$ cat src/design/flsm_pkg.sv
// Shared types and constants for the first/last substring matcher.
// Used by every module of the block; depends on nothing.

package flsm_pkg;

  localparam int unsigned PAT_MAX  = 32;
  localparam int unsigned TEXT_MAX = 65536;

  localparam int unsigned CHAR_W  = 8;
  localparam int unsigned REQ_W   = 2;
  localparam int unsigned START_W = 16;
  localparam int unsigned LEN_W   = $clog2(PAT_MAX + 1);
  localparam int unsigned CNT_W   = $clog2(TEXT_MAX + 1);
  localparam int unsigned SUB_W   = (CNT_W > START_W) ? CNT_W : START_W;

  typedef enum logic [REQ_W-1:0] {
    REQ_CLEAR  = 2'd0,
    REQ_APPEND = 2'd1,
    REQ_TEXT   = 2'd2
  } req_e;

  // Pattern held newest-first: chars[0] is the last appended character.
  typedef struct packed {
    logic [PAT_MAX-1:0][CHAR_W-1:0] chars;
    logic [PAT_MAX-1:0]             mask;
    logic [LEN_W-1:0]               len;
    logic                           ovf;
    logic                           active;
  } pat_t;

  typedef struct packed {
    logic store;
    logic clear;
  } win_ctl_t;

  typedef struct packed {
    logic               first_found;
    logic [START_W-1:0] first_start;
    logic               last_found;
    logic [START_W-1:0] last_start;
    logic               pattern_too_long;
    logic               text_overflow;
  } res_t;

endpackage

$ cat src/design/flsm_pattern.sv
// Pattern store: newest-first shift register with a thermometer length mask.
// Depends on flsm_pkg.

module flsm_pattern (
  input  logic                      clk_i,
  input  logic                      rst_ni,
  input  logic                      op_valid_i,
  input  flsm_pkg::req_e            req_i,
  input  logic [flsm_pkg::CHAR_W-1:0] char_i,
  output flsm_pkg::pat_t            pat_o
);
  import flsm_pkg::*;

  logic [PAT_MAX-1:0][CHAR_W-1:0] chars_q, chars_d;
  logic [PAT_MAX-1:0]             mask_q, mask_d;
  logic [LEN_W-1:0]               len_q, len_d;
  logic                           ovf_q, ovf_d;
  logic                           full;

  assign full = (len_q == LEN_W'(PAT_MAX));

  always_comb begin
    chars_d = chars_q;
    mask_d  = mask_q;
    len_d   = len_q;
    ovf_d   = ovf_q;
    if (op_valid_i) begin
      case (req_i)
        REQ_CLEAR: begin
          mask_d = '0;
          len_d  = '0;
          ovf_d  = 1'b0;
        end
        REQ_APPEND: begin
          if (!full) begin
            // shift older characters one place deeper, new one at the front
            chars_d[0] = char_i;
            mask_d[0]  = 1'b1;
            for (int k = 1; k < PAT_MAX; k++) begin
              chars_d[k] = chars_q[k-1];
              mask_d[k]  = mask_q[k-1];
            end
            len_d = len_q + LEN_W'(1);
          end else begin
            ovf_d = 1'b1;
          end
        end
        default: ;
      endcase
    end
  end

  always_ff @(posedge clk_i or negedge rst_ni) begin
    if (!rst_ni) begin
      mask_q <= '0;
      len_q  <= '0;
      ovf_q  <= 1'b0;
    end else begin
      mask_q <= mask_d;
      len_q  <= len_d;
      ovf_q  <= ovf_d;
    end
  end

  always_ff @(posedge clk_i) begin
    chars_q <= chars_d;
  end

  always_comb begin
    pat_o.chars  = chars_q;
    pat_o.mask   = mask_q;
    pat_o.len    = len_q;
    pat_o.ovf    = ovf_q;
    pat_o.active = (len_q != '0) && !ovf_q;
  end

endmodule

$ cat src/design/flsm_window.sv
// Text window and parallel compare against the loaded pattern.
// Depends on flsm_pkg; pattern comes from flsm_pattern.

module flsm_window (
  input  logic                        clk_i,
  input  logic                        rst_ni,
  input  flsm_pkg::win_ctl_t          ctl_i,
  input  logic [flsm_pkg::CHAR_W-1:0] char_i,
  input  flsm_pkg::pat_t              pat_i,
  output logic                        match_o
);
  import flsm_pkg::*;

  logic [PAT_MAX-1:0][CHAR_W-1:0] win_q, win_nx;
  logic [PAT_MAX-1:0]             wvld_q, wvld_nx, wvld_d;
  logic [PAT_MAX-1:0]             pos_ok;

  // window as it stands once the current character is shifted in
  always_comb begin
    win_nx[0]  = char_i;
    wvld_nx[0] = 1'b1;
    for (int k = 1; k < PAT_MAX; k++) begin
      win_nx[k]  = win_q[k-1];
      wvld_nx[k] = wvld_q[k-1];
    end
  end

  always_comb begin
    for (int k = 0; k < PAT_MAX; k++) begin
      pos_ok[k] = (win_nx[k] == pat_i.chars[k]) || !pat_i.mask[k];
    end
    // every pattern position must face a character that has really arrived
    match_o = pat_i.active && (&pos_ok) && ((pat_i.mask & ~wvld_nx) == '0);
  end

  always_comb begin
    wvld_d = wvld_q;
    if (ctl_i.store) wvld_d = wvld_nx;
    if (ctl_i.clear) wvld_d = '0;
  end

  always_ff @(posedge clk_i or negedge rst_ni) begin
    if (!rst_ni) begin
      wvld_q <= '0;
    end else begin
      wvld_q <= wvld_d;
    end
  end

  always_ff @(posedge clk_i) begin
    if (ctl_i.store) win_q <= win_nx;
  end

endmodule

$ cat src/design/flsm_hits.sv
// Text counter, overflow flag and first/last hit tracking; builds the result.
// Depends on flsm_pkg.

module flsm_hits (
  input  logic                         clk_i,
  input  logic                         rst_ni,
  input  logic                         op_valid_i,
  input  flsm_pkg::req_e               req_i,
  input  logic                         eot_i,
  input  logic                         match_i,
  input  flsm_pkg::pat_t               pat_i,
  output flsm_pkg::win_ctl_t           ctl_o,
  output flsm_pkg::res_t               res_o
);
  import flsm_pkg::*;

  logic [CNT_W-1:0]   cnt_q, cnt_d, cnt_inc;
  logic               tovf_q, tovf_d;
  logic               fvld_q, fvld_d, lvld_q, lvld_d;
  logic [START_W-1:0] fstart_q, fstart_d, lstart_q, lstart_d;
  logic [SUB_W-1:0]   diff;
  logic               text, room, store, hit, done;

  assign text    = op_valid_i && (req_i == REQ_TEXT);
  assign room    = (cnt_q < CNT_W'(TEXT_MAX));
  assign store   = text && room;
  assign hit     = store && match_i;
  assign done    = text && eot_i;
  assign cnt_inc = cnt_q + CNT_W'(1);
  assign diff    = SUB_W'(cnt_inc) - SUB_W'(pat_i.len);

  always_comb begin
    cnt_d    = store ? cnt_inc : cnt_q;
    tovf_d   = tovf_q || (text && !room);
    fvld_d   = fvld_q;
    fstart_d = fstart_q;
    lvld_d   = lvld_q;
    lstart_d = lstart_q;
    if (hit) begin
      if (!fvld_q) begin
        fvld_d   = 1'b1;
        fstart_d = diff[START_W-1:0];
      end
      lvld_d   = 1'b1;
      lstart_d = diff[START_W-1:0];
    end
  end

  always_comb begin
    res_o.first_found      = fvld_d;
    res_o.first_start      = fstart_d;
    res_o.last_found       = lvld_d;
    res_o.last_start       = lstart_d;
    res_o.pattern_too_long = pat_i.ovf;
    res_o.text_overflow    = tovf_d;
    ctl_o.store            = store;
    ctl_o.clear            = done;
  end

  always_ff @(posedge clk_i or negedge rst_ni) begin
    if (!rst_ni) begin
      cnt_q    <= '0;
      tovf_q   <= 1'b0;
      fvld_q   <= 1'b0;
      fstart_q <= '0;
      lvld_q   <= 1'b0;
      lstart_q <= '0;
    end else if (done) begin
      // text finished: drop all per-text state, keep the pattern
      cnt_q    <= '0;
      tovf_q   <= 1'b0;
      fvld_q   <= 1'b0;
      fstart_q <= '0;
      lvld_q   <= 1'b0;
      lstart_q <= '0;
    end else begin
      cnt_q    <= cnt_d;
      tovf_q   <= tovf_d;
      fvld_q   <= fvld_d;
      fstart_q <= fstart_d;
      lvld_q   <= lvld_d;
      lstart_q <= lstart_d;
    end
  end

endmodule

$ cat src/design/first_last_substring_matcher_top.sv
// Top level of the first/last substring matcher.
// Depends on flsm_pkg, flsm_pattern, flsm_window and flsm_hits.
//
// Usage:
//   The input channel carries requests: clear pattern, append a pattern
//   character, or a text character (end_of_text marks the last one). Request
//   code 3 is ignored. Every beat is taken into an input register; while it
//   sits there, the pattern is compared against the text window ending at that
//   character in one parallel pass, and the hit state updates as it leaves.
//   The last text character produces one result beat on the output channel:
//   first/last occurrence starts, pattern-too-long and text-overflow flags.
//   A result is loaded into the output register when its end-of-text beat
//   leaves the input register. Throughput: one beat per cycle while no
//   end-of-text beat is held back.
//   When the receiver stalls, the result holds in the output register; the
//   block keeps taking pattern and ordinary text beats and holds a further
//   end-of-text beat, stalling the input, until the output register frees up.
//   Reset empties the pattern, the text window and all hit state; the block
//   accepts beats as soon as reset is released.

module first_last_substring_matcher_top (
  input  logic                          clk_i,
  input  logic                          rst_ni,
  input  logic                          in_valid_i,
  output logic                          in_stall_o,
  input  logic [flsm_pkg::REQ_W-1:0]    req_type_i,
  input  logic [flsm_pkg::CHAR_W-1:0]   char_value_i,
  input  logic                          end_of_text_i,
  output logic                          out_valid_o,
  input  logic                          out_stall_i,
  output logic                          first_found_o,
  output logic [flsm_pkg::START_W-1:0]  first_start_o,
  output logic                          last_found_o,
  output logic [flsm_pkg::START_W-1:0]  last_start_o,
  output logic                          pattern_too_long_o,
  output logic                          text_overflow_o
);
  import flsm_pkg::*;

  logic              s1_valid_q;
  req_e              s1_req_q;
  logic [CHAR_W-1:0] s1_char_q;
  logic              s1_eot_q;
  logic              produces, fire, accept;
  logic              out_valid_q;
  res_t              res_q, res_d;
  pat_t              pat;
  win_ctl_t          win_ctl;
  logic              match;

  assign produces   = (s1_req_q == REQ_TEXT) && s1_eot_q;
  assign fire       = s1_valid_q && (!produces || !out_valid_q || !out_stall_i);
  assign in_stall_o = s1_valid_q && !fire;
  assign accept     = in_valid_i && !in_stall_o;

  always_ff @(posedge clk_i or negedge rst_ni) begin
    if (!rst_ni) begin
      s1_valid_q <= 1'b0;
    end else if (accept) begin
      s1_valid_q <= 1'b1;
    end else if (fire) begin
      s1_valid_q <= 1'b0;
    end
  end

  always_ff @(posedge clk_i) begin
    if (accept) begin
      s1_req_q  <= req_e'(req_type_i);
      s1_char_q <= char_value_i;
      s1_eot_q  <= end_of_text_i;
    end
  end

  flsm_pattern u_pattern (
    .clk_i      (clk_i),
    .rst_ni     (rst_ni),
    .op_valid_i (fire),
    .req_i      (s1_req_q),
    .char_i     (s1_char_q),
    .pat_o      (pat)
  );

  flsm_window u_window (
    .clk_i   (clk_i),
    .rst_ni  (rst_ni),
    .ctl_i   (win_ctl),
    .char_i  (s1_char_q),
    .pat_i   (pat),
    .match_o (match)
  );

  flsm_hits u_hits (
    .clk_i      (clk_i),
    .rst_ni     (rst_ni),
    .op_valid_i (fire),
    .req_i      (s1_req_q),
    .eot_i      (s1_eot_q),
    .match_i    (match),
    .pat_i      (pat),
    .ctl_o      (win_ctl),
    .res_o      (res_d)
  );

  always_ff @(posedge clk_i or negedge rst_ni) begin
    if (!rst_ni) begin
      out_valid_q <= 1'b0;
    end else if (fire && produces) begin
      out_valid_q <= 1'b1;
    end else if (!out_stall_i) begin
      out_valid_q <= 1'b0;
    end
  end

  always_ff @(posedge clk_i) begin
    if (fire && produces) res_q <= res_d;
  end

  assign out_valid_o        = out_valid_q;
  assign first_found_o      = res_q.first_found;
  assign first_start_o      = res_q.first_start;
  assign last_found_o       = res_q.last_found;
  assign last_start_o       = res_q.last_start;
  assign pattern_too_long_o = res_q.pattern_too_long;
  assign text_overflow_o    = res_q.text_overflow;

`ifndef SYNTH
  a_result_loaded: assert property (@(posedge clk_i) disable iff (!rst_ni)
    (fire && produces) |=> out_valid_o)
    else $error("end-of-text beat did not load the output register");

  a_found_agree: assert property (@(posedge clk_i) disable iff (!rst_ni)
    out_valid_o |-> (first_found_o == last_found_o))
    else $error("first and last search disagree on a hit");

  a_no_hit_zero: assert property (@(posedge clk_i) disable iff (!rst_ni)
    (out_valid_o && !first_found_o) |-> (first_start_o == '0 && last_start_o == '0))
    else $error("start index nonzero without a hit");

  a_mask_len: assert property (@(posedge clk_i) disable iff (!rst_ni)
    $countones(pat.mask) == int'(pat.len))
    else $error("pattern mask out of step with pattern length");
`endif

endmodule
$ cat config.mk
export PLATFORM = sky130hd
export DESIGN_NAME = first_last_substring_matcher_top
export DESIGN_NICKNAME = d
export VERILOG_FILES = /design/src/design/flsm_pkg.sv /design/src/design/flsm_pattern.sv /design/src/design/flsm_window.sv /design/src/design/flsm_hits.sv /design/src/design/first_last_substring_matcher_top.sv
export SDC_FILE = /design/constraint.sdc
export NUM_CORES = 1
export LEC_CHECK = 0
export CORE_ASPECT_RATIO = 0.6
export CORE_MARGIN = 3
export CORE_UTILIZATION = 55
export CTS_BUF_LIST = sky130_fd_sc_hd__clkbuf_16
export DETAILED_ROUTE_END_ITERATION = 10
export DONT_BUFFER_PORTS = 1
export GPL_ROUTABILITY_DRIVEN = 1
export HOLD_SLACK_MARGIN = 0.02
export PLACE_DENSITY = 0.72
export SYNTH_ARGS = -nofsm -noshare
export SYNTH_HDL_FRONTEND = slang
export SYNTH_SLANG_ARGS = --single-unit
$ cat constraint.sdc
create_clock -name clk_i -period 20.8 [get_ports clk_i]
set_input_delay 2.08 -clock clk_i [delete_from_list [all_inputs] [get_ports clk_i]]
set_output_delay 2.08 -clock clk_i [all_outputs]
set_load 0.005 [all_outputs]
==> key figures, run 1 <==
Run status
  – Status: complete, no violations

Drt
  – First-pass iteration count of the detailed router: 5
  – Total number of vias: 13236
  – Final antenna-violating net count: 0
  – WL per Instance: 21.5 µm
  – Drt total wl: 48900 µm
  – Remaining DRCs: 0
  – DRT iter0 DRCs: 1317
  – Vias per cell: 5.82

Timing
  – Final Setup Violations: 0
  – Slew HR: 0.228
  – Worst Skew: 0.0243 ns
  – Tmin final: 5.10 ns
  – Fmax: 0.196 GHz
  – Worst Max-Slew Pin Slew: 1.16 ns
  – Fin. Hold Viols: 0
  – RSZ-0062 raised after global routing: no
  – TNS Setup: 0 ns
  – Max-slew violations: 0
  – Final worst-path cycle share: 0.245

Final layout
  – Ant. Diodes: 0
  – Layout cells sized above 1: 0.0821
  – Post-Layout Cell Count: 2274
  – Fin nets: 1622
  – Area grow syn2layout: 9.37%
  – Commonest cells after routing, fill and taps aside: edfxtp_1 (551), xnor2_1 (267), dfrtp_1 (124)
  – Most common cell after layout, fill and taps aside: edfxtp_1
  – FILL cells: 3331

Yosys
  – Ys async rst share: 0.184
  – Yosys cell types: 68
  – Synth Cell Area: 26000 µm²
  – Sequential area share after synthesis: 0.755
  – Top FF cell, synth: edfxtp_1
  – Mapped Cells: 1567
  – EDFF count, synth: 551
  – Synthesized Nets: 1592
  – #FFs+latches synth: 675
  – Syn Area/Cell: 16.6 µm²
  – Synth warn: 0

Power and ir drop
  – VDD IR max: 0.0763 mV
  – Total power divided by cell area: 96.2 nW/µm²
  – Leakage: 0.00992 µW

Die
  – Core area: 46600 µm²
  – Initial Util: 0.559
  – Die Wd: 287 µm
  – FP Rows: 61
  – Die area: 50100 µm²
  – # IOs: 53
  – Die Ht: 175 µm

Placement
  – PortBufs: 0
  – Placer congestion estimate: 0.872
  – Dpl cells: 2169
  – Post-DP HPWL: 32100 µm

GRT
  – Largest net degree at the start of global routing: 142
  – Global-route wire length before repair: 76300 µm
  – Vias in the first global route: 13098
  – Gr ovfl total: 0
  – Initial antenna violation count: 0
  – Tot GR Track Use: 0.197

Worst setup path
  – CP Data Arrival Time: 5.43 ns
  – CP Max Fanout: 99
  – Worst setup SP type: primary input
  – WP data required: 21.14 ns
  – Critical-path top delay cell: nand3_2
  – Critical Setup Path Class: primary input to register
  – Crit path cell chain: a31oi_2 -> nand2b_1 -> inv_8 -> nand4_1 -> nor4_4 -> nand3_2 -> mux2_1
  – Largest stage delay, worst path: 0.90 ns
  – CP Capture Type: register

Clocking
  – TritonCTS Sinks: 675
  – Deepest clock path buffer count: 3
  – H-tree levels: 2
  – Clk slew on worst S/H paths: 0.07 ns
  – CTS Buf Count: 56
  – Post-cts resize count: 0
  – TritonCTS clock tree: built
  – Setup bufs post-CTS: 0
  – Root buffer cell: clkbuf_16
  – Clk_lat worst skew: 0.60 ns
  – Hold_buf cts: 0

Hold path
  – HP Class: register to register

Flow run
  – Max cap viols: 0
## flip-flops by register name, indices dropped and copies added, names as in the netlist, 2 cells and up
| signal | flops |
|---|---|
| u_hits.lstart_q | 16 |
| first_start_o | 16 |
| u_hits.fstart_q | 16 |
| u_pattern.pat_o | 256 |
| last_start_o | 16 |
| s1_char_q | 8 |
| u_pattern.len_q | 6 |
| u_window.wvld_q | 31 |
| u_pattern.mask_q | 32 |
| u_hits.cnt_q | 17 |
| u_window.win_nx | 248 |
| s1_req_q | 2 |
## logic make-up after synthesis
kind of cell | after synthesis | share of synthesized area
buf+inv | 55 | 0.00899
fa+ha+maj | 10 | 0.00510
xor+xnor | 275 | 0.0925
simple gates | 314 | 0.0670
mux | 52 | 0.0212
flops | 675 | 0.755
compound gates | 186 | 0.0502
## routing by layer
layer | global-route usage | vias up | part of all wire
met5 | 0 | - | 0
met4 | 0.0407 | 0 | 0.017
met3 | 0.0476 | 71 | 0.077
met2 | 0.269 | 466 | 0.42
met1 | 0.321 | 6708 | 0.49
li1 | - | 5991 | -
## critical path: cells and delay by family
family	cells	cell delay, ns
mux	1	0.64
simple gates	4	1.90
buf+inv	1	0.57
compound gates	1	0.21
## path summary, 6_finish.rpt
check                           cells past startpoint                            from                             end  slack (ns)
min in group asynchronous                           0                          rst_ni    u_hits.lstart_q[4]$_DFF_PN0_        1.18
worst max register to register                      7   u_pattern.pat_o[68]$_DFFE_PP_       last_start_o[4]$_DFFE_PP_       16.35
worst max-delay path                                7                     out_stall_i       last_start_o[4]$_DFFE_PP_       15.70
max in group asynchronous                           0                          rst_ni     u_hits.cnt_q[8]$_DFFE_PN0P_       19.37
worst min-delay path                                0  u_pattern.pat_o[153]$_DFFE_PP_  u_pattern.pat_o[161]$_DFFE_PP_        0.46
worst min register to register                      0  u_pattern.pat_o[153]$_DFFE_PP_  u_pattern.pat_o[161]$_DFFE_PP_        0.46
## per-stage QoR
step / power, µW / instance area (µm²) / hold slack, ns / util / setup slack [ns]
2_1_floorplan: 1710 / 26000 / 0.449 / - / 11.04
3_3_place_gp: 1750 / 26700 / 0.451 / 0.574 / 15.17
3_5_place_dp: 1760 / 26700 / 0.456 / 0.574 / 15.08
4_1_cts: 2760 / 28500 / 0.458 / 0.611 / 15.71
5_1_grt: 2840 / 28500 / 0.465 / 0.611 / 15.48
6_report: 2740 / 28500 / 0.457 / 0.611 / 15.70
## final cells by class
type | instances | area, µm² | area share
clock inverter | 48 | 303 | 0.0106
inverter | 19 | 86.3 | 0.00303
sequential | 675 | 19600 | 0.690
tap | 630 | 788 | 0.0277
timing repair buffer | 8 | 60.1 | 0.00211
clock buffer | 57 | 1430 | 0.0501
multi-input combinational | 837 | 6150 | 0.216
## where the power goes
part           switching [µW]  leakage, µW  internal (µW)
Sequential               34.9      0.00678           1520
Combinational             114      0.00223           68.7
Clock                     464     0.000912            536
## synthesized netlist by cell type, types with 3 or more instances
master    instances  area [µm²]
edfxtp_1        551       16500
xnor2_1         267        2340
dfrtp_1         124        3100
nand4_1          92         576
nand2_1          80         300
o21ai_0          65         325
a22o_1           60         526
nor2_1           33         124
nor2b_1          30         188
mux2i_1          27         270
clkbuf_1         23        86.3
a21oi_1          18        90.1
inv_1            18        67.6
nor4_1           16         100
mux2_2           14         158
nand3_1          12        60.1
mux2_1           11         124
ha_1              9         113
xor2_1            8        70.1
buf_1             7        26.3
nand2b_1          7        43.8
or2_2             6        37.5
and2_1            5        31.3
o31ai_1           5        37.5
o41ai_1           5        43.8
or3_1             5        31.3
and4_1            4        35.0
nor3_1            4        20.0
or4_1             4        30.0
a21o_1            3        22.5
a31oi_1           3        18.8
and3_1            3        18.8
buf_4             3        22.5
Note: power is estimated with default switching activity, not from simulation.
==> inputs of run 2 (changes only) <==
==> constraint.sdc (replaced) <==
create_clock -name clk_i -period 5 [get_ports clk_i]
set_input_delay 0.5 -clock clk_i [delete_from_list [all_inputs] [get_ports clk_i]]
set_output_delay 0.5 -clock clk_i [all_outputs]
set_load 0.005 [all_outputs]
==> run 2 against run 1 <==
Net effect:
- die area did not move
- worst setup slack got worse by 14 ns
- register-to-register slack lost 15 ns
- clock skew is essentially flat
- utilization increased by 0.52 points
- worst hold slack got worse by 0.40 ns
- combinational power grew to 4.3 times the previous value
- total power grew to 4.2 times the previous value
- clock power grew to 4.2 times the previous value
- sequential share of layout area decreased by 0.58 points
- sequential power grew to 4.2 times the previous value
==> key figures, run 2 (same netlist as run 1, synthesis figures left out) <==
Worst setup path
  – Worst setup SP type: register
  – WP data required: 5.36 ns
  – R2R depth: 11
  – CP Capture Type: register
  – Critical Setup Path Class: register to register
  – CP Max Fanout: 8
  – CP Data Arrival Time: 3.88 ns
  – Reg2Reg Setup Slack: 1.49 ns
  – Worst r2r src: u_hits.cnt_q[0]$_DFFE_PN0P_
  – Worst R2R End: last_start_o[15]$_DFFE_PP_

Hold path
  – Hold path startpoint: out_stall_i
  – Hold depth: 2
  – HP Class: primary input to register
  – Min-Delay Endpoint: out_valid_o$_DFFE_PN0P_

Timing
  – Worst Skew: 0.0247 ns
  – Tmin final: 3.51 ns
  – Final worst setup slack: 1.49 ns
  – Fmax: 0.285 GHz
  – Worst Max-Slew Pin Slew: 1.35 ns
  – Max-slew violations: 0
  – Final worst-path cycle share: 0.703
  – Fin. Hold Viols: 0
  – TNS Setup: 0 ns
  – RSZ-0062 raised after global routing: no
  – Hold slack: 0.0586 ns
  – Slew HR: 0.0964
  – Final Setup Violations: 0

Final layout
  – Ant. Diodes: 0
  – Number of flip-flops in the largest register: 256
  – Commonest cells after routing, fill and taps aside: edfxtp_1 (551), xnor2_1 (267), dfrtp_1 (124)
  – Most common cell after layout, fill and taps aside: edfxtp_1
  – Layout cells sized above 1: 0.0765
  – Fin util: 0.617
  – Fin nets: 1639
  – Area grow syn2layout: 10.3%

Die
  – Die area: 50100 µm²
  – Initial Util: 0.559
  – # IOs: 53
  – FP Rows: 61
  – Core area: 46600 µm²
  – Die Ht: 175 µm
  – Die Wd: 287 µm

Drt
  – DRT iter0 DRCs: 1277
  – Drt total wl: 48800 µm
  – WL per Instance: 21.3 µm
  – Final antenna-violating net count: 0
  – Vias per cell: 5.81
  – Remaining DRCs: 0
  – First-pass iteration count of the detailed router: 5
  – Total number of vias: 13303

GRT
  – Initial antenna violation count: 0
  – Largest net degree at the start of global routing: 164
  – Tot GR Track Use: 0.197
  – Gr ovfl total: 0
  – Vias in the first global route: 13175
  – Global-route wire length before repair: 76800 µm

Placement
  – PortBufs: 0
  – Place WS: 1.52 ns
  – Placer congestion estimate: 0.916
  – Post-DP HPWL: 31900 µm

Power and ir drop
  – Total power divided by cell area: 399 nW/µm²
  – Sequential power share: 0.565
  – Leakage: 0.0100 µW
  – NetSw: 2580 µW
  – Power Total: 11400 µW
  – VDD IR max: 0.350 mV
  – Clock power share: 0.366
  – Power share of the combinational group: 0.069
  – Switching Share: 0.226
  – Pint: 8860 µW

Clocking
  – Clk slew on worst S/H paths: 0.07 ns
  – CTS Buf Count: 57
  – Post-cts resize count: 0
  – H-tree levels: 2
  – Root buffer cell: clkbuf_16
  – TritonCTS clock tree: built
  – Deepest clock path buffer count: 3
  – TritonCTS Sinks: 675
  – Clk_lat worst skew: 0.61 ns

Run status
  – Status: complete, no violations

Flow run
  – Max cap viols: 0
==> run 2: per-layer routing <==
metal	vias to the layer above	global-route usage	routed length [µm]
li1	6029	-	-
met1	6761	0.319	23700
met2	418	0.278	21100
met3	95	0.0404	3140
met4	0	0.0422	914
met5	-	0	0
==> run 2: how the worst max path moves through the flow <==
stage | from | to
2_1_floorplan | out_stall_i | last_start_o[10]$_DFFE_PP_
3_3_place_gp | s1_req_q[0]$_DFFE_PP_ | u_window.win_nx[92]$_DFFE_PP_
3_5_place_dp | s1_char_q[1]$_DFFE_PP_ | first_start_o[6]$_DFFE_PP_
4_1_cts | s1_char_q[1]$_DFFE_PP_ | first_start_o[6]$_DFFE_PP_
5_1_grt | u_pattern.pat_o[50]$_DFFE_PP_ | first_start_o[9]$_DFFE_PP_
6_report | u_hits.cnt_q[0]$_DFFE_PN0P_ | last_start_o[15]$_DFFE_PP_
==> run 2: per-stage QoR <==
stage,cell area (µm²),instances
global route,28700,2291
floorplan,26100,1567
detailed placement,26800,2171
CTS,28700,2291
global placement,26800,2171
finish,28700,2291
==> run 2: power groups by stage <==
stage	logic [µW]	registers [µW]	clock network (µW)
after global placement	725	6570	0
after CTS	783	6470	4280
final	786	6470	4190
after detailed placement	745	6590	0
after global routing	871	6490	4500
after floorplan	556	6550	0
==> run 2: final cells by class <==
class	instances	area, µm²
Sequential cell	675	19600
Fill cell	3365	17800
Multi-Input combinational cell	837	6170
Clock buffer	59	1480
Tap cell	630	788
Clock inverter	47	273
Timing Repair Buffer	24	270
Inverter	19	82.6
==> run 2: repair_timing <==
item / CTS / global route
setup buffers: 0 / 0
hold buffers: 14 / 0
endpoints found under the hold margin: 136 / 0
==> run 2: worst max-delay path: stages (launching register included) <==
cell	delay (ns)
dfrtp_1	0.47
ha_1	0.35
nand3_4	0.16
xnor2_1	0.20
ha_1	0.23
or2_2	0.29
nor2_1	0.09
nand3_1	0.28
a21boi_0	0.52
a31oi_1	0.21
o2111a_1	0.31
a21o_1	0.16
==> inputs of run 3 (changes only) <==
==> constraint.sdc (replaced) <==
create_clock -name clk_i -period 3.48 [get_ports clk_i]
set_input_delay 0.348 -clock clk_i [delete_from_list [all_inputs] [get_ports clk_i]]
set_output_delay 0.348 -clock clk_i [all_outputs]
set_load 0.005 [all_outputs]
==> run 3 against run 2 <==
Net effect:
- fmax rose by 6.9%
- sequential power grew 44%
- global-route usage rose by 0.77 points
- worst setup slack worse by 1.3 ns
- total power up 48%
- highest routed layer unchanged
==> key figures, run 3 (same netlist as run 1, synthesis figures left out) <==
Worst setup path
  – CP Data Arrival Time: 3.62 ns
  – Crit path cell chain: xnor2_1 -> nand4_1 -> o21ai_0 -> nand4_1 -> nor4_2 -> buf_4 -> nand3_2 -> buf_4 -> mux2_1
  – Critical Setup Path Class: register to register
  – CP Max Fanout: 24
  – WP data required: 3.82 ns
  – Critical-path top delay cell: o21ai_0
  – Worst setup SP type: register
  – CP Capture Type: register
  – Largest stage delay, worst path: 0.62 ns

Clocking
  – Clk_lat worst skew: 0.59 ns
  – TritonCTS Sinks: 675
  – Deepest clock path buffer count: 3
  – Root buffer cell: clkbuf_16
  – CTS Buf Count: 56
  – H-tree levels: 2
  – TritonCTS clock tree: built
  – Clk slew on worst S/H paths: 0.07 ns
  – Setup bufs post-CTS: 0

Placement
  – Place WS: 0.193 ns
  – Placer congestion estimate: 0.921
  – Post-DP HPWL: 33400 µm
  – PortBufs: 0
  – Dpl cell area: 27000 µm²

Power and ir drop
  – Sequential power share: 0.547
  – VDD IR max: 0.410 mV
  – Total power divided by cell area: 584 nW/µm²
  – Leakage: 0.0102 µW
  – NetSw: 3720 µW
  – Clock power share: 0.383
  – Switching Share: 0.219
  – Power share of the combinational group: 0.070
  – Pint: 13300 µW

GRT
  – Gr ovfl total: 0
  – Tot GR Track Use: 0.205
  – Vias in the first global route: 13484
  – Initial antenna violation count: 0
  – Largest net degree at the start of global routing: 128
  – Global-route wire length before repair: 79300 µm

Final layout
  – Number of flip-flops in the largest register: 256
  – Layout cells sized above 1: 0.0975
  – Ant. Diodes: 0
  – Fin nets: 1661
  – FILL cells: 3253
  – Most common cell after layout, fill and taps aside: edfxtp_1
  – Commonest cells after routing, fill and taps aside: edfxtp_1 (551), xnor2_1 (267), dfrtp_1 (124)
  – Area grow syn2layout: 11.8%
  – Fin area: 29100 µm²

Drt
  – DRT iter0 DRCs: 1443
  – Final antenna-violating net count: 0
  – Total number of vias: 13382
  – WL per Instance: 21.8 µm
  – Vias per cell: 5.79
  – Drt total wl: 50400 µm
  – Remaining DRCs: 0
  – First-pass iteration count of the detailed router: 6

Run status
  – Status: complete, no violations

Timing
  – Final worst-path cycle share: 0.945
  – Max-slew violations: 0
  – Tmin final: 3.29 ns
  – Fmax: 0.304 GHz
  – TNS Setup: 0 ns
  – Final worst setup slack: 0.191 ns
  – Worst Skew: 0.0170 ns
  – Slew HR: 0.417
  – Fin. Hold Viols: 0
  – Final Setup Violations: 0
  – RSZ-0062 raised after global routing: no
  – Worst Max-Slew Pin Slew: 0.875 ns

Flow run
  – Max cap viols: 0

Die
  – Initial Util: 0.559
  – # IOs: 53
  – FP Rows: 61
  – Die area: 50100 µm²
  – Core area: 46600 µm²
  – Die Wd: 287 µm
  – Die Ht: 175 µm

Hold path
  – HP Class: primary input to register
-- run 3: final timing paths --
check	startpoint	end	slack, ns	depth (start not counted)
setup / recovery	u_pattern.pat_o[100]$_DFFE_PP_	first_start_o[13]$_DFFE_PP_	0.19	9
hold / removal	out_stall_i	u_hits.cnt_q[16]$_DFFE_PN0P_	0.09	3
setup reg to reg	u_pattern.pat_o[100]$_DFFE_PP_	first_start_o[13]$_DFFE_PP_	0.19	9
hold reg to reg	u_window.win_nx[121]$_DFFE_PP_	u_window.win_nx[129]$_DFFE_PP_	0.46	0
max in group asynchronous	rst_ni	u_pattern.len_q[0]$_DFFE_PN0P_	2.58	2
min in group asynchronous	rst_ni	u_hits.fstart_q[9]$_DFF_PN0_	0.35	2
-- run 3: worst max-delay path, delay by kind of cell (launching register included) --
family,cells,cell delay [ns]
simple gates,4,0.84
compound gates,1,0.62
buf+inv,2,0.52
flops,1,0.42
mux,1,0.38
xor+xnor,1,0.28
-- run 3: final cells by class --
type	count	area, µm²	share of cell area
Clock inverter	47	483	0.0166
Clock buffer	57	1430	0.0490
Multi-Input combinational cell	837	6170	0.212
Tap cell	630	788	0.0271
Sequential cell	675	19600	0.675
Timing Repair Buffer	47	495	0.0170
Inverter	19	82.6	0.00284
-- run 3: timing repair --
action / in CTS / in global routing
hold buffers: 15 / 0
gates resized for setup: 0 / 2
setup endpoints to repair: 0 / 4
endpoints found under the hold margin: 137 / 0
-- run 3: per-layer routing --
layer  global-route usage  up-vias  share of wire
li1                     -     6073              -
met1                0.334     6859           0.49
met2                0.283      373           0.42
met3               0.0453       77          0.064
met4               0.0430        0          0.017
met5                    0        -              0
-- run 3: power groups by stage --
stage          combinational (µW)  sequential [µW]  clock, µW
6_report                     1190             9300       6510
5_1_grt                      1320             9320       6990
3_5_place_dp                 1120             9470          0
3_3_place_gp                 1080             9450          0
4_1_cts                      1180             9300       6640
2_1_floorplan                 799             9410          0
-- run 3: metrics by stage --
step,hold WS [ns],power (µW),utilization,cells
floorplan,0.0524,10200,-,1567
global placement,0.0553,10500,0.580,2193
detailed placement,0.0546,10600,0.580,2193
CTS,0.0641,17100,0.625,2312
global route,0.0928,17600,0.625,2312
finish,0.0892,17000,0.625,2312
